--- src/hw/rtl/trd_pkg.sv ---
// ----------------------------------------------------------------------------
// trd_pkg: shared types and constants for the touch report decoder
// Register indexes, reset values, the config and touch structs and the
// coordinate mask helper used across the block.
// ----------------------------------------------------------------------------
package trd_pkg;

    // coordinate and port widths
    localparam int COORD_BITS_DEF = 12;
    localparam int PORT_COORD_W   = 12;
    localparam int HOLD_W         = 16;
    localparam int TIME_W         = 32;
    localparam int CFG_IDX_W      = 3;
    localparam int CFG_DATA_W     = 16;
    localparam int BYTE_W         = 8;
    localparam int REP_BYTES      = 7;
    localparam int IN_TDATA_W     = REP_BYTES * BYTE_W + TIME_W;
    localparam int OUT_TDATA_W    = 2 * PORT_COORD_W;

    // touch count limits
    localparam logic [3:0] COUNT_MIN = 4'd1;
    localparam logic [3:0] COUNT_MAX = 4'd10;

    // reset values
    localparam logic [HOLD_W-1:0]       HOLD_RESET  = 16'd150;
    localparam logic [PORT_COORD_W-1:0] LIMIT_RESET = 12'hFFF;

    // register indexes
    typedef enum logic [CFG_IDX_W-1:0] {
        REG_MIRROR_X = 3'd0,
        REG_MIRROR_Y = 3'd1,
        REG_SWAP     = 3'd2,
        REG_X_LIMIT  = 3'd3,
        REG_Y_LIMIT  = 3'd4,
        REG_HOLD_MS  = 3'd5
    } t_reg_idx;

    // configuration bundle
    typedef struct packed {
        logic                    mirror_x_en;
        logic                    mirror_y_en;
        logic                    swap_axes;
        logic [PORT_COORD_W-1:0] x_limit;
        logic [PORT_COORD_W-1:0] y_limit;
        logic [HOLD_W-1:0]       hold_ms;
    } t_cfg;

    // one point with its press or active flag
    typedef struct packed {
        logic                    flag;
        logic [PORT_COORD_W-1:0] x;
        logic [PORT_COORD_W-1:0] y;
    } t_touch;

    // mask that keeps the low coordinate bits, clamped to the port width
    function automatic logic [PORT_COORD_W-1:0] coord_mask(input int bits);
        int b;
        b = (bits < PORT_COORD_W) ? bits : PORT_COORD_W;
        return {PORT_COORD_W{1'b1}} >> (PORT_COORD_W - b);
    endfunction

endpackage

--- src/hw/rtl/touch_report_decode_release_hold.sv ---
// ----------------------------------------------------------------------------
// touch_report_decode_release_hold: touch report decoder with release hold
// Decodes one controller poll per word into a pressed flag and a mirrored,
// swapped point, holding the press for a configured time after release.
//
//   channel   dir  handshake                  payload
//   s_axis    in   i_s_tvalid / o_s_tready    tuser read_ok, tdata bytes + now
//   m_axis    out  o_m_tvalid / i_m_tready    tuser touch_active, tdata x, y
//   cfg       in   i_cfg_valid / o_cfg_ready  i_cfg_index, i_cfg_data
//
// One word per cycle while the output is not stalled; a poll passes through
// the input register and then the result register.
// The hold state updates as a word moves from the input register to the
// result register, so decode, timer compare and transform sit in one stage.
// Reset is synchronous and clears valid flags, hold state and config registers.
// A stalled output holds its word; the input register keeps one more word.
// ----------------------------------------------------------------------------
module touch_report_decode_release_hold #(
    parameter int COORD_BITS = trd_pkg::COORD_BITS_DEF
) (
    input  logic                              i_clk,
    input  logic                              i_rst_n,
    // slave stream
    input  logic                              i_s_tvalid,
    output logic                              o_s_tready,
    input  logic                              i_s_tuser,   // read_ok
    // rep_byte0..rep_byte6 [55:0], now_ms [87:56]
    input  logic [trd_pkg::IN_TDATA_W-1:0]    i_s_tdata,
    // master stream
    output logic                              o_m_tvalid,
    input  logic                              i_m_tready,
    output logic                              o_m_tuser,   // touch_active
    // point_x [11:0], point_y [23:12]
    output logic [trd_pkg::OUT_TDATA_W-1:0]   o_m_tdata,
    // configuration write channel
    input  logic                              i_cfg_valid,
    output logic                              o_cfg_ready,
    input  logic [trd_pkg::CFG_IDX_W-1:0]     i_cfg_index,
    input  logic [trd_pkg::CFG_DATA_W-1:0]    i_cfg_data
);

    localparam int BW = trd_pkg::BYTE_W;

    logic                              r_in_valid;
    logic                              r_in_ok;
    logic [trd_pkg::IN_TDATA_W-1:0]    r_in_data;
    logic                              r_out_valid;
    trd_pkg::t_touch                   r_out;
    logic                              w_out_free;
    logic                              w_advance;
    trd_pkg::t_cfg                     w_cfg;
    trd_pkg::t_touch                   w_touch;
    trd_pkg::t_touch                   w_state;
    trd_pkg::t_touch                   w_point;

    // handshake
    assign w_out_free = !r_out_valid || i_m_tready;
    assign w_advance  = r_in_valid && w_out_free;
    assign o_s_tready = !r_in_valid || w_advance;

    // config registers
    trd_cfg_regs #(
        .COORD_BITS (COORD_BITS)
    ) u_cfg (
        .i_clk       (i_clk),
        .i_rst_n     (i_rst_n),
        .i_cfg_valid (i_cfg_valid),
        .o_cfg_ready (o_cfg_ready),
        .i_cfg_index (i_cfg_index),
        .i_cfg_data  (i_cfg_data),
        .o_cfg       (w_cfg)
    );

    // input register
    always_ff @(posedge i_clk) begin
        if (!i_rst_n) begin
            r_in_valid <= 1'b0;
        end else if (i_s_tvalid && o_s_tready) begin
            r_in_valid <= 1'b1;
        end else if (w_advance) begin
            r_in_valid <= 1'b0;
        end
    end

    always_ff @(posedge i_clk) begin
        if (i_s_tvalid && o_s_tready) begin
            r_in_ok   <= i_s_tuser;
            r_in_data <= i_s_tdata;
        end
    end

    // report decode
    trd_decode #(
        .COORD_BITS (COORD_BITS)
    ) u_decode (
        .i_read_ok   (r_in_ok),
        .i_rep_byte0 (r_in_data[0*BW +: BW]),
        .i_rep_byte1 (r_in_data[1*BW +: BW]),
        .i_rep_byte2 (r_in_data[2*BW +: BW]),
        .i_rep_byte3 (r_in_data[3*BW +: BW]),
        .i_rep_byte4 (r_in_data[4*BW +: BW]),
        .i_rep_byte5 (r_in_data[5*BW +: BW]),
        .i_rep_byte6 (r_in_data[6*BW +: BW]),
        .o_touch     (w_touch)
    );

    // press state and hold timer
    trd_hold u_hold (
        .i_clk     (i_clk),
        .i_rst_n   (i_rst_n),
        .i_en      (w_advance),
        .i_touch   (w_touch),
        .i_now_ms  (r_in_data[trd_pkg::REP_BYTES*BW +: trd_pkg::TIME_W]),
        .i_hold_ms (w_cfg.hold_ms),
        .o_state   (w_state)
    );

    // mirror and swap
    trd_xform u_xform (
        .i_cfg   (w_cfg),
        .i_state (w_state),
        .o_point (w_point)
    );

    // result register
    always_ff @(posedge i_clk) begin
        if (!i_rst_n) begin
            r_out_valid <= 1'b0;
        end else if (w_advance) begin
            r_out_valid <= 1'b1;
        end else if (i_m_tready) begin
            r_out_valid <= 1'b0;
        end
    end

    always_ff @(posedge i_clk) begin
        if (w_advance) begin
            r_out <= w_point;
        end
    end

    assign o_m_tvalid = r_out_valid;
    assign o_m_tuser  = r_out.flag;
    assign o_m_tdata  = {r_out.y, r_out.x};

endmodule

--- src/hw/rtl/trd_cfg_regs.sv ---
// ----------------------------------------------------------------------------
// trd_cfg_regs: configuration register file
// Holds mirror, swap, limit and hold settings written over the config channel.
// ----------------------------------------------------------------------------
module trd_cfg_regs #(
    parameter int COORD_BITS = trd_pkg::COORD_BITS_DEF
) (
    input  logic                             i_clk,
    input  logic                             i_rst_n,
    input  logic                             i_cfg_valid,
    output logic                             o_cfg_ready,
    input  logic [trd_pkg::CFG_IDX_W-1:0]    i_cfg_index,
    input  logic [trd_pkg::CFG_DATA_W-1:0]   i_cfg_data,
    output trd_pkg::t_cfg                    o_cfg
);

    localparam logic [trd_pkg::PORT_COORD_W-1:0] MASK = trd_pkg::coord_mask(COORD_BITS);

    trd_pkg::t_cfg r_cfg;
    trd_pkg::t_cfg n_cfg;
    logic [trd_pkg::PORT_COORD_W-1:0] w_coord;

    assign o_cfg_ready = 1'b1;
    assign o_cfg       = r_cfg;
    assign w_coord     = i_cfg_data[trd_pkg::PORT_COORD_W-1:0] & MASK;

    // register write decode
    always_comb begin
        n_cfg = r_cfg;
        if (i_cfg_valid) begin
            unique case (i_cfg_index)
                trd_pkg::REG_MIRROR_X: n_cfg.mirror_x_en = i_cfg_data[0];
                trd_pkg::REG_MIRROR_Y: n_cfg.mirror_y_en = i_cfg_data[0];
                trd_pkg::REG_SWAP:     n_cfg.swap_axes   = i_cfg_data[0];
                trd_pkg::REG_X_LIMIT:  n_cfg.x_limit     = w_coord;
                trd_pkg::REG_Y_LIMIT:  n_cfg.y_limit     = w_coord;
                trd_pkg::REG_HOLD_MS:  n_cfg.hold_ms     = i_cfg_data;
                default:               n_cfg             = r_cfg;
            endcase
        end
    end

    always_ff @(posedge i_clk) begin
        if (!i_rst_n) begin
            r_cfg.mirror_x_en <= 1'b0;
            r_cfg.mirror_y_en <= 1'b0;
            r_cfg.swap_axes   <= 1'b0;
            r_cfg.x_limit     <= trd_pkg::LIMIT_RESET & MASK;
            r_cfg.y_limit     <= trd_pkg::LIMIT_RESET & MASK;
            r_cfg.hold_ms     <= trd_pkg::HOLD_RESET;
        end else begin
            r_cfg <= n_cfg;
        end
    end

endmodule

--- src/hw/rtl/trd_decode.sv ---
// ----------------------------------------------------------------------------
// trd_decode: report parser
// Finds the touch count byte and extracts the X and Y coordinates behind it.
// ----------------------------------------------------------------------------
module trd_decode #(
    parameter int COORD_BITS = trd_pkg::COORD_BITS_DEF
) (
    input  logic                        i_read_ok,
    input  logic [trd_pkg::BYTE_W-1:0]  i_rep_byte0,
    input  logic [trd_pkg::BYTE_W-1:0]  i_rep_byte1,
    input  logic [trd_pkg::BYTE_W-1:0]  i_rep_byte2,
    input  logic [trd_pkg::BYTE_W-1:0]  i_rep_byte3,
    input  logic [trd_pkg::BYTE_W-1:0]  i_rep_byte4,
    input  logic [trd_pkg::BYTE_W-1:0]  i_rep_byte5,
    input  logic [trd_pkg::BYTE_W-1:0]  i_rep_byte6,
    output trd_pkg::t_touch             o_touch
);

    localparam logic [trd_pkg::PORT_COORD_W-1:0] MASK = trd_pkg::coord_mask(COORD_BITS);

    function automatic logic count_ok(input logic [trd_pkg::BYTE_W-1:0] b);
        return (b[3:0] >= trd_pkg::COUNT_MIN) && (b[3:0] <= trd_pkg::COUNT_MAX);
    endfunction

    function automatic logic [trd_pkg::PORT_COORD_W-1:0] coord(
        input logic [trd_pkg::BYTE_W-1:0] hi,
        input logic [trd_pkg::BYTE_W-1:0] lo
    );
        return {hi[3:0], lo} & MASK;
    endfunction

    // first valid count byte wins: byte 2, then 1, then 0
    always_comb begin
        o_touch = '0;
        if (i_read_ok) begin
            priority if (count_ok(i_rep_byte2)) begin
                o_touch.flag = 1'b1;
                o_touch.x    = coord(i_rep_byte3, i_rep_byte4);
                o_touch.y    = coord(i_rep_byte5, i_rep_byte6);
            end else if (count_ok(i_rep_byte1)) begin
                o_touch.flag = 1'b1;
                o_touch.x    = coord(i_rep_byte2, i_rep_byte3);
                o_touch.y    = coord(i_rep_byte4, i_rep_byte5);
            end else if (count_ok(i_rep_byte0)) begin
                o_touch.flag = 1'b1;
                o_touch.x    = coord(i_rep_byte1, i_rep_byte2);
                o_touch.y    = coord(i_rep_byte3, i_rep_byte4);
            end else begin
                o_touch = '0;
            end
        end
    end

endmodule

--- src/hw/rtl/trd_hold.sv ---
// ----------------------------------------------------------------------------
// trd_hold: press state and release hold timer
// Keeps the last pressed point and times the hold window after a release.
// ----------------------------------------------------------------------------
module trd_hold (
    input  logic                          i_clk,
    input  logic                          i_rst_n,
    input  logic                          i_en,
    input  trd_pkg::t_touch               i_touch,
    input  logic [trd_pkg::TIME_W-1:0]    i_now_ms,
    input  logic [trd_pkg::HOLD_W-1:0]    i_hold_ms,
    output trd_pkg::t_touch               o_state
);

    logic                              r_holding, n_holding;
    logic                              r_pending, n_pending;
    logic [trd_pkg::TIME_W-1:0]        r_start,   n_start;
    logic [trd_pkg::PORT_COORD_W-1:0]  r_last_x,  n_last_x;
    logic [trd_pkg::PORT_COORD_W-1:0]  r_last_y,  n_last_y;
    logic [trd_pkg::TIME_W-1:0]        w_start;
    logic [trd_pkg::TIME_W-1:0]        w_elapsed;
    logic                              w_in_hold;
    logic                              w_active;

    // hold window check, wrapping time
    assign w_start   = r_pending ? r_start : i_now_ms;
    assign w_elapsed = i_now_ms - w_start;
    assign w_in_hold = w_elapsed < {{(trd_pkg::TIME_W - trd_pkg::HOLD_W){1'b0}}, i_hold_ms};

    // next state
    always_comb begin
        n_holding = r_holding;
        n_pending = r_pending;
        n_start   = r_start;
        n_last_x  = r_last_x;
        n_last_y  = r_last_y;
        w_active  = 1'b0;
        priority if (i_touch.flag) begin
            n_pending = 1'b0;
            n_holding = 1'b1;
            n_last_x  = i_touch.x;
            n_last_y  = i_touch.y;
            w_active  = 1'b1;
        end else if (r_holding) begin
            n_start = w_start;
            if (w_in_hold) begin
                n_pending = 1'b1;
                w_active  = 1'b1;
            end else begin
                n_holding = 1'b0;
                n_pending = 1'b0;
            end
        end else begin
            w_active = 1'b0;
        end
    end

    // point seen by this word
    assign o_state.flag = w_active;
    assign o_state.x    = n_last_x;
    assign o_state.y    = n_last_y;

    always_ff @(posedge i_clk) begin
        if (!i_rst_n) begin
            r_holding <= 1'b0;
            r_pending <= 1'b0;
            r_start   <= '0;
            r_last_x  <= '0;
            r_last_y  <= '0;
        end else if (i_en) begin
            r_holding <= n_holding;
            r_pending <= n_pending;
            r_start   <= n_start;
            r_last_x  <= n_last_x;
            r_last_y  <= n_last_y;
        end
    end

endmodule

--- src/hw/rtl/trd_xform.sv ---
// ----------------------------------------------------------------------------
// trd_xform: output point transform
// Mirrors each axis against its limit, saturating at zero, then swaps axes.
// ----------------------------------------------------------------------------
module trd_xform (
    input  trd_pkg::t_cfg    i_cfg,
    input  trd_pkg::t_touch  i_state,
    output trd_pkg::t_touch  o_point
);

    logic [trd_pkg::PORT_COORD_W-1:0] w_fx;
    logic [trd_pkg::PORT_COORD_W-1:0] w_fy;

    function automatic logic [trd_pkg::PORT_COORD_W-1:0] mirror(
        input logic [trd_pkg::PORT_COORD_W-1:0] v,
        input logic [trd_pkg::PORT_COORD_W-1:0] lim
    );
        return (v <= lim) ? (lim - v) : '0;
    endfunction

    // mirror per axis
    assign w_fx = i_cfg.mirror_x_en ? mirror(i_state.x, i_cfg.x_limit) : i_state.x;
    assign w_fy = i_cfg.mirror_y_en ? mirror(i_state.y, i_cfg.y_limit) : i_state.y;

    // swap, zero point when released
    always_comb begin
        o_point = '0;
        if (i_state.flag) begin
            o_point.flag = 1'b1;
            o_point.x    = i_cfg.swap_axes ? w_fy : w_fx;
            o_point.y    = i_cfg.swap_axes ? w_fx : w_fy;
        end
    end

endmodule
--- config.mk ---
export PLATFORM = sky130hd
export DESIGN_NAME = touch_report_decode_release_hold
export DESIGN_NICKNAME = d
export VERILOG_FILES = /design/src/hw/rtl/trd_pkg.sv /design/src/hw/rtl/touch_report_decode_release_hold.sv /design/src/hw/rtl/trd_cfg_regs.sv /design/src/hw/rtl/trd_decode.sv /design/src/hw/rtl/trd_hold.sv /design/src/hw/rtl/trd_xform.sv
export SDC_FILE = /design/constraint.sdc
export NUM_CORES = 1
export LEC_CHECK = 0
export BUFFER_PORTS_ARGS = -buffer_cell sky130_fd_sc_hd__buf_4
export CORE_UTILIZATION = 35
export DETAILED_ROUTE_END_ITERATION = 6
export PLACE_DENSITY = 0.62
export SYNTH_ARGS = -nofsm -noshare
export SYNTH_HDL_FRONTEND = slang
export SYNTH_HIERARCHICAL = 1
export SYNTH_SLANG_ARGS = --single-unit
--- constraint.sdc ---
create_clock -name i_clk -period 10.6 [get_ports i_clk]
set_input_delay 0.53 -clock i_clk [delete_from_list [all_inputs] [get_ports i_clk]]
set_output_delay 0.53 -clock i_clk [all_outputs]
set_load 0.1 [all_outputs]
==> reports/qor.yml, run 1 <==
cell_at_the_root_of_the_clock_tree: "sky130_fd_sc_hd__clkbuf_16"
fmaxAchievable_mhz: 152.1
clock-skew-final_ns: 0.02664
worst_ep_required_time_ns: 10.97
worstSkewPairLatency_ns: 0.55
place_hpwl_microns: 23660
leakage_nw: 5.945
totalNegativeSetupSlack_ns: 0
cts-buffers-inserted: 26
fin_worst_hold_slack_ns: 0.1516
max_cap_viol_count: 0
finalPower_w: 0.002209
starting_density: 0.3553
crit_path_cell_trace: "buf_4 -> o21ai_0 -> ha_1 -> fa_1 -> nand2b_1 -> a21oi_1 -> o21bai_1 -> nand2_1 -> a21o_1 -> a21oi_1 -> xnor2_1 -> ha_1 -> a21oi_1 -> nand2_1 -> a211oi_1 -> o221ai_1 -> or4_1 -> a2111oi_2 -> o2111ai_1 -> o21bai_1 -> nand2_1 -> o22ai_1"
placement.cell_area_sq_mm: 0.01420
post_cts.repair.setup_buffers: 0
holdBufCountCts: 0
synth_area_sq_mm: 0.01298
synth_nets: 1489
clk_path_buf_depth: 3
drtPass1Iterations: 5
ioPinCount: 141
route.detailed.wl_per_inst_microns: 17.09
grt_antenna_before_repair: 0
post_cts_resized: 0
timing_max_transition_violations_final: 0
fin_crit_ns: 6.576
timing.critical_path.to_type: "register"
ant_nets: 0
drtIter0Drc: 700
crit_slowest_cell: "sky130_fd_sc_hd__o21bai_1"
outcome: "completed"
mean_cell_area_of_the_mapped_netlist_sq_um: 9.974
timing_hold_violations_final: 0
tritoncts: "done"
avgViaCountPerCell: 5.324
critPathLaunchType: "register"
portBuffers: 131
tritoncts_num_sinks: 209
rsz0062_at_grt: "no"
core_area_sq_mm: 0.03652
arrival_ns: 6.94
grt_pass1_vias: 9701
worst_slew_margin_rel: 0.2238
layout-drive-gt1-share: 0.1848
final_report_setup_violation_count: 0
synthCells: 1301
insertedDiodeCount: 0
power.density_mw_per_mm2: 146.8
global_route_wire_length_before_repair_microns: 51450
overflow: 0
final_core_utilization: 0.4121
clk_pin_slew_worst_paths_ns: 0.06
timing.critical_path.fanout_max: 37
finalInstanceArea_sq_mm: 0.01505
chipWidth_microns: 194.6
final.period_utilization: 0.6204
fin_nets: 1580
place_congestion: 0.8829
timing_worst_slew_pin_value_ns: 1.164
die-area_sq_mm: 0.03785
worstSetupPathType: "reg2reg"
drt_drc_violations_left: 0
cts_htree_levels: 1
area_growth_syn_to_layout_pct: 16.00
slowest_delay_ns: 0.60
via_count: 10010
track_usage: 0.1689
grt_max_degree: 131
synth.yosys.warnings: 6
hold_path.class: "in2reg"
maximum_resistive_drop_on_vdd_v: 0.0001128
rows: 70
die_height_microns: 194.6
totalWireLength_microns: 32130
## per-stage QoR
| step | cells | setup WS (ns) |
|---|---|---|
| 4_1_cts | 1880 | 3.953 |
| 2_1_floorplan | 1301 | 5.154 |
| 5_1_grt | 1880 | 3.513 |
| 3_5_place_dp | 1832 | 3.993 |
| 6_report | 1880 | 4.024 |
| 3_3_place_gp | 1832 | 4.074 |
## power breakdown
part / internal (W) / switching, W / leakage (nW)
clock: 0.000496 / 0.000364 / 0.409
combinational: 0.000173 / 0.000270 / 3.67
sequential: 0.000886 / 0.0000217 / 1.86
total: 0.00155 / 0.000655 / 5.95
## layout by cell type (no fill, tap or decap), drive strengths merged, types with 22 or more instances in the layout
| cell | n |
|---|---|
| inv | 65 |
| mux2i | 101 |
| edfxtp | 106 |
| nand3 | 32 |
| clkbuf | 29 |
| dfxtp | 103 |
| ha | 72 |
| a31oi | 22 |
| o21ai | 51 |
| buf | 140 |
| o211a | 30 |
| mux2 | 28 |
| nor2 | 55 |
| a21oi | 104 |
| nand2 | 121 |
| nor2b | 80 |
| o22ai | 24 |
## layer usage
| metal | vias up | GRT usage | wire [microns] |
|---|---|---|---|
| met2 | 200 | 0.2999 | 15770 |
| met3 | 46 | 0.02655 | 1161 |
| met5 | - | 0 | 0 |
| met1 | 4771 | 0.2093 | 14300 |
| li1 | 4993 | - | - |
| met4 | 0 | 0.05026 | 901 |
## final timing paths
path / startpoint / endpoint / slack, ns / cells past startpoint
min reg2reg: u_cfg/o_cfg[14]$_SDFFE_PN0P_ / u_cfg/o_cfg[14]$_SDFFE_PN0P_ / 0.46 / 2
max reg2reg: u_hold/r_pending$_SDFFE_PN0P_ / o_m_tdata[3]$_DFFE_PP_ / 4.02 / 22
max: u_hold/r_pending$_SDFFE_PN0P_ / o_m_tdata[3]$_DFFE_PP_ / 4.02 / 22
min: i_s_tdata[37] / r_in_data[37]$_DFFE_PP_ / 0.15 / 1
## layout make-up
class	instances	area [sq um]
fillers	3527	21470
inverters	61	229.0
repair buffers	140	1051
multi-input cells	954	7093
clock buffers	29	683.2
flip-flops and latches	209	5246
well taps	468	585.6
clock inverters	19	163.9
## flip-flops by register name, indices dropped and copies added, names as in the netlist, 12 cells and up
signal / flops
o_m_tdata: 24
r_in_data: 80
u_cfg/o_cfg: 43
u_hold/r_last_x: 12
u_hold/r_last_y: 12
u_hold/r_start: 32
## worst max-delay path: cells and delay by family, from the launching register on
kind | cells | cell delay [ns]
DFF | 1 | 0.31
and+or+nand+nor | 5 | 1.47
buffers and inverters | 1 | 0.46
AOI/OAI and AO/OA | 12 | 2.94
xor gates and xnor gates | 1 | 0.16
adders and majority gates | 3 | 0.97
Power figures use the tool's default switching activity.
==> run 2: changes to the inputs <==
Clock period 10.6 ns to 6.3 ns, I/O delays scaled along.
==> run 2 against run 1 <==
Design area rose by 6.4%. Core utilization rose by 2.6 points. Total power rose by 76%. First-iteration DRC count fell by 24%. Fmax rose by 14%. Critical endpoint is now o_m_tdata[16]$_DFFE_PP_. Largest cell class unchanged.
==> reports/qor.yml, run 2 (synthesis results as in run 1) <==
drt_drc_violations_left: 0
power_frac_comb: 0.203
grt_max_degree: 125
worstSetupPathType: "reg2reg"
netSwitchingFraction: 0.2850
layout.cells.most_common: "sky130_fd_sc_hd__buf_4"
chipWidth_microns: 194.6
largest_reg_flops: 80
fmaxAchievable_mhz: 173.1
maximum_resistive_drop_on_vdd_v: 0.0001940
insertedDiodeCount: 0
timing.critical_path.to_type: "register"
ant_nets: 0
die-area_sq_mm: 0.03785
clk_path_buf_depth: 3
layout.cells.most_common_list: "sky130_fd_sc_hd__buf_4 (145), sky130_fd_sc_hd__nand2_1 (120), sky130_fd_sc_hd__edfxtp_1 (106)"
final.setup.worst_slack_ns: 0.5228
clock-skew-final_ns: 0.02710
rows: 70
route.detailed.wl_per_inst_microns: 16.70
avgViaCountPerCell: 5.200
global_route_wire_length_before_repair_microns: 51600
tritoncts_num_sinks: 209
leakage_nw: 6.367
totalWireLength_microns: 32860
via_count: 10230
drtIter0Drc: 535
p_switching_w: 0.001109
crit_slowest_cell: "sky130_fd_sc_hd__or4_1"
worst-r2r-cell-count: 23
track_usage: 0.1695
timing.critical_path.fanout_max: 20
tritoncts: "done"
timing_max_transition_violations_final: 0
worstSkewPairLatency_ns: 0.56
ioPinCount: 141
post_cts.repair.setup_buffers: 0
place_congestion: 0.8877
portBuffers: 131
totalNegativeSetupSlack_ns: 0
cts_htree_levels: 1
fin_nets: 1669
fin_crit_ns: 5.777
cell_at_the_root_of_the_clock_tree: "sky130_fd_sc_hd__clkbuf_16"
outcome: "completed"
die_height_microns: 194.6
cts-buffers-inserted: 25
timing.rr.start: "u_hold/r_pending$_SDFFE_PN0P_"
power.density_mw_per_mm2: 243.1
final.period_utilization: 0.9170
power_frac_clock: 0.405
r2r_slack_ns: 0.52
area_growth_syn_to_layout_pct: 23.42
grt_pass1_vias: 10010
timing_hold_violations_final: 0
timing_worst_slew_pin_value_ns: 1.159
rsz0062_at_grt: "no"
place_hpwl_microns: 23630
worst_ep_required_time_ns: 6.68
final_report_setup_violation_count: 0
slowest_delay_ns: 0.57
grt_antenna_before_repair: 0
crit_path_cell_trace: "buf_4 -> mux2i_1 -> ha_1 -> o211ai_1 -> a21oi_1 -> o21bai_1 -> nand2_1 -> a21o_1 -> a21oi_1 -> xnor2_1 -> ha_1 -> a21oi_1 -> nand2_1 -> a211oi_1 -> o221ai_1 -> or4_1 -> a2111oi_2 -> o2111ai_1 -> o21bai_1 -> buf_4 -> nand2_1 -> buf_4 -> o22ai_1"
worst_slew_margin_rel: 0.2271
place_ws_ns: 0.5513
post_cts_resized: 0
seq_power_share: 0.392
arrival_ns: 6.15
drtPass1Iterations: 5
whs_endpoint: "u_cfg/o_cfg[10]$_SDFFE_PN0P_"
final_core_utilization: 0.4385
critPathLaunchType: "register"
starting_density: 0.3553
top_register_by_number_of_flip_flops: "r_in_data"
hold_path.class: "in2reg"
p_int_w: 0.002783
overflow: 0
layout-drive-gt1-share: 0.1753
timing.hold.worst.start: "i_cfg_data[10]"
clk_pin_slew_worst_paths_ns: 0.06
whs_path_depth: 3
max_cap_viol_count: 0
reg2reg_end: "o_m_tdata[16]$_DFFE_PP_"
core_area_sq_mm: 0.03652
## run 2: cell types whose count changed in the layout (fill, tap and decap cells not counted), moves of 2 or more
cell / before / now
sky130_fd_sc_hd__buf_4: 140 / 145
sky130_fd_sc_hd__clkbuf_16: 27 / 30
sky130_fd_sc_hd__clkbuf_8: 0 / 2
sky130_fd_sc_hd__clkinv_2: 6 / 2
sky130_fd_sc_hd__clkinv_8: 2 / 0
sky130_fd_sc_hd__clkinvlp_2: 2 / 0
sky130_fd_sc_hd__dlygate4sd3_1: 0 / 85
## run 2: what timing repair did
item                       in CTS  in global routing
setup endpoints to repair       0                  0
hold buffers                   85                  0
hold endpoints to repair       86                  0
## run 2: worst max-delay path by stage
stage	cells after the start	start	end
2_1_floorplan	2	o_m_tvalid$_SDFFE_PN0P_	r_in_data[0]$_DFFE_PP_
3_3_place_gp	23	u_hold/r_pending$_SDFFE_PN0P_	o_m_tdata[3]$_DFFE_PP_
3_5_place_dp	23	u_hold/r_pending$_SDFFE_PN0P_	o_m_tdata[16]$_DFFE_PP_
4_1_cts	23	u_hold/r_pending$_SDFFE_PN0P_	o_m_tdata[16]$_DFFE_PP_
5_1_grt	23	u_hold/r_pending$_SDFFE_PN0P_	o_m_tdata[16]$_DFFE_PP_
6_report	23	u_hold/r_pending$_SDFFE_PN0P_	o_m_tdata[16]$_DFFE_PP_
## run 2: per-layer routing
metal  wire, microns  vias up  track usage
li1                -     5169            -
met1           14670     4813       0.2079
met2           16060      189       0.3011
met3             968       62      0.02169
met4            1167        0      0.06379
met5               0        -            0
## run 2: final cells by class
type | count | area, sq um
Inverter | 61 | 229.0
Clock buffer | 35 | 789.5
Multi-Input combinational cell | 954 | 7093
Tap cell | 468 | 585.6
Sequential cell | 209 | 5246
Clock inverter | 11 | 132.6
Timing Repair Buffer | 230 | 1939
Fill cell | 3428 | 20510
## run 2: worst max-delay path, delay by kind of cell, from the launching register on
| family | cells | cell delay (ns) |
|---|---|---|
| buffers and inverters | 3 | 0.67 |
| adder cells (fa/ha/maj) | 2 | 0.61 |
| flip-flops | 1 | 0.48 |
| AO/OA/AOI/OAI | 12 | 2.52 |
| AND/OR/NAND/NOR | 4 | 0.81 |
| XOR/XNOR | 1 | 0.18 |
| multiplexers | 1 | 0.33 |
## run 2: power groups by stage
stage,Sequential (W),Combinational (W),Clock [W]
global placement,0.00155,0.000737,0
detailed placement,0.00155,0.000747,0
floorplan,0.00161,0.000505,0
CTS,0.00153,0.000793,0.00162
global route,0.00153,0.000866,0.00167
finish,0.00153,0.000791,0.00158
## run 2: through the flow
step                      cell area [sq um]  hold slack (ns)  std cells  power, W
after global placement                14240           0.4464       1837  0.002290
after global routing                  16020          0.02851       1968  0.004067
after CTS                             16020          0.01384       1968  0.003942
final                                 16020          0.03719       1968  0.003893
after detailed placement              14240           0.4472       1837  0.002301
after floorplan                       12980           0.4139       1301  0.002111
==> run 3: changes to the inputs <==
Settings changed: ABC_AREA from default to 1.
==> run 3 against run 2 <==
Cell count increased by 42%. Largest power group is now registers. Clock-buffer cell count increased by 1. Register-to-register slack gained 0.92 ns. Global-route usage grew 2.5 points.
==> reports/qor.yml, run 3 <==
outcome: "completed"
cts-buffers-inserted: 25
chipWidth_microns: 202.0
fmaxAchievable_mhz: 206.0
worst-r2r-cell-count: 18
timing.critical_path.to_type: "register"
place_ws_ns: 1.488
p_int_w: 0.002688
mean_cell_area_of_the_mapped_netlist_sq_um: 6.806
grt_max_degree: 82
whs_path_depth: 3
clk_path_buf_depth: 3
timing_max_transition_violations_final: 0
multi_input_area_sq_mm: 0.007020
final.setup.worst_slack_ns: 1.445
insertedDiodeCount: 0
final_report_setup_violation_count: 0
core_area_sq_mm: 0.03901
reg2reg_end: "o_m_tdata[21]$_DFFE_PP_"
synth_nets: 2244
final.period_utilization: 0.7706
synth.yosys.warnings: 6
grt_antenna_before_repair: 0
timing.rr.start: "u_hold/r_pending$_SDFFE_PN0P_"
avgViaCountPerCell: 4.720
rsz0062_at_grt: "no"
p_switching_w: 0.001250
final_core_utilization: 0.4377
timing.critical_path.fanout_max: 47
cts_htree_levels: 1
timing.hold.worst.start: "i_cfg_data[0]"
starting_density: 0.3587
power_frac_clock: 0.359
totalWireLength_microns: 40060
power_frac_comb: 0.250
timing_worst_slew_pin_value_ns: 1.081
post_cts.repair.setup_buffers: 0
overflow: 0
placement.cell_area_sq_mm: 0.01545
die-area_sq_mm: 0.04079
area_growth_syn_to_layout_pct: 22.00
power.density_mw_per_mm2: 230.7
whs_endpoint: "u_cfg/o_cfg[28]$_SDFFE_PN1P_"
via_count: 13150
timing_hold_violations_final: 0
tritoncts: "done"
fillerInstances: 3990
cell_at_the_root_of_the_clock_tree: "sky130_fd_sc_hd__clkbuf_16"
drtIter0Drc: 947
layout.cells.most_common: "sky130_fd_sc_hd__nand2_1"
critPathLaunchType: "register"
largest_reg_flops: 80
layout-drive-gt1-share: 0.1230
netSwitchingFraction: 0.3174
hold_path.class: "in2reg"
totalNegativeSetupSlack_ns: 0
portBuffers: 131
seq_power_share: 0.392
route.detailed.wl_per_inst_microns: 14.38
max_cap_viol_count: 0
drtPass1Iterations: 5
rows: 72
leakage_nw: 8.313
arrival_ns: 5.23
clock-skew-final_ns: 0.01448
layout.cells.most_common_list: "sky130_fd_sc_hd__nand2_1 (643), sky130_fd_sc_hd__inv_1 (344), sky130_fd_sc_hd__nand3_1 (162)"
worstSkewPairLatency_ns: 0.55
fin_nets: 2437
die_height_microns: 202.0
worst_slew_margin_rel: 0.2794
worst_ep_required_time_ns: 6.68
fin_crit_ns: 4.855
tritoncts_num_sinks: 209
ant_nets: 0
r2r_slack_ns: 1.45
synthCells: 2056
drt_drc_violations_left: 0
clk_pin_slew_worst_paths_ns: 0.06
ioPinCount: 141
global_route_wire_length_before_repair_microns: 63290
worstSetupPathType: "reg2reg"
synth_area_sq_mm: 0.01399
ff_latch_area_sq_mm: 0.005246
place_congestion: 0.9426
place_hpwl_microns: 30100
finalInstanceArea_sq_mm: 0.01707
top_register_by_number_of_flip_flops: "r_in_data"
grt_pass1_vias: 12100
maximum_resistive_drop_on_vdd_v: 0.0001955
track_usage: 0.1944
-- run 3: what timing repair did --
item,4_1_cts,5_1_grt
hold buffers,83,0
gates resized for setup,0,0
hold endpoints to repair,83,0
-- run 3: how the worst max path moves through the flow --
stage | start | end | slack [ns] | cells past startpoint
2_1_floorplan | u_hold/r_pending$_SDFFE_PN0P_ | o_m_tdata[10]$_DFFE_PP_ | 2.51 | 23
3_3_place_gp | u_hold/r_pending$_SDFFE_PN0P_ | o_m_tdata[21]$_DFFE_PP_ | 1.59 | 18
3_5_place_dp | u_hold/r_pending$_SDFFE_PN0P_ | o_m_tdata[21]$_DFFE_PP_ | 1.49 | 18
4_1_cts | u_hold/r_pending$_SDFFE_PN0P_ | o_m_tdata[21]$_DFFE_PP_ | 1.45 | 18
5_1_grt | u_hold/r_pending$_SDFFE_PN0P_ | o_m_tdata[9]$_DFFE_PP_ | 0.88 | 18
6_report | u_hold/r_pending$_SDFFE_PN0P_ | o_m_tdata[21]$_DFFE_PP_ | 1.45 | 18
-- run 3: power by group through the flow --
stage | sequential (W) | combinational [W] | clock, W
6_report | 0.00154 | 0.000983 | 0.00141
5_1_grt | 0.00155 | 0.00110 | 0.00151
4_1_cts | 0.00154 | 0.000981 | 0.00146
3_5_place_dp | 0.00157 | 0.000936 | 0
3_3_place_gp | 0.00157 | 0.000924 | 0
2_1_floorplan | 0.00163 | 0.000605 | 0
-- run 3: worst max-delay path: stages (launching register included) --
cell and delay (ns):
sky130_fd_sc_hd__dfxtp_2 0.52, sky130_fd_sc_hd__buf_4 0.43, sky130_fd_sc_hd__o21ai_0 0.20, sky130_fd_sc_hd__ha_1 0.43, sky130_fd_sc_hd__nand2_2 0.12, sky130_fd_sc_hd__nor2_1 0.19, sky130_fd_sc_hd__nand3_1 0.11, sky130_fd_sc_hd__nand3b_1 0.17
sky130_fd_sc_hd__xor2_1 0.24, sky130_fd_sc_hd__ha_1 0.28, sky130_fd_sc_hd__a21oi_1 0.15, sky130_fd_sc_hd__nor2_1 0.05, sky130_fd_sc_hd__a211oi_1 0.19, sky130_fd_sc_hd__o221ai_1 0.15, sky130_fd_sc_hd__a21oi_1 0.25, sky130_fd_sc_hd__nand4_2 0.16
sky130_fd_sc_hd__nand2_1 0.70, sky130_fd_sc_hd__nand2_1 0.14, sky130_fd_sc_hd__nor2_1 0.20
-- run 3: metal layers --
layer | up-vias | global-route usage | share of wire
met1 | 5979 | 0.2821 | 0.49
met5 | - | 0 | 0
met3 | 44 | 0.02290 | 0.050
met2 | 296 | 0.3062 | 0.44
li1 | 6831 | - | -
met4 | 0 | 0.04518 | 0.019
-- run 3: cell type report --
| class | count | share of cell area |
|---|---|---|
| clock buffer | 36 | 0.03965 |
| clock inverter | 10 | 0.006962 |
| inverter | 374 | 0.08230 |
| multi-input combinational | 1406 | 0.4112 |
| sequential | 209 | 0.3073 |
| tap | 518 | 0.03796 |
| timing repair buffer | 233 | 0.1146 |
-- run 3: metrics by stage --
stage,total power [W],instances,hold WS [ns]
after global placement,0.002494,2657,0.4333
after CTS,0.003984,2786,0.0004766
final,0.003939,2786,0.02435
after detailed placement,0.002508,2657,0.4382
after global routing,0.004158,2786,0.01974
after floorplan,0.002233,2056,0.4139
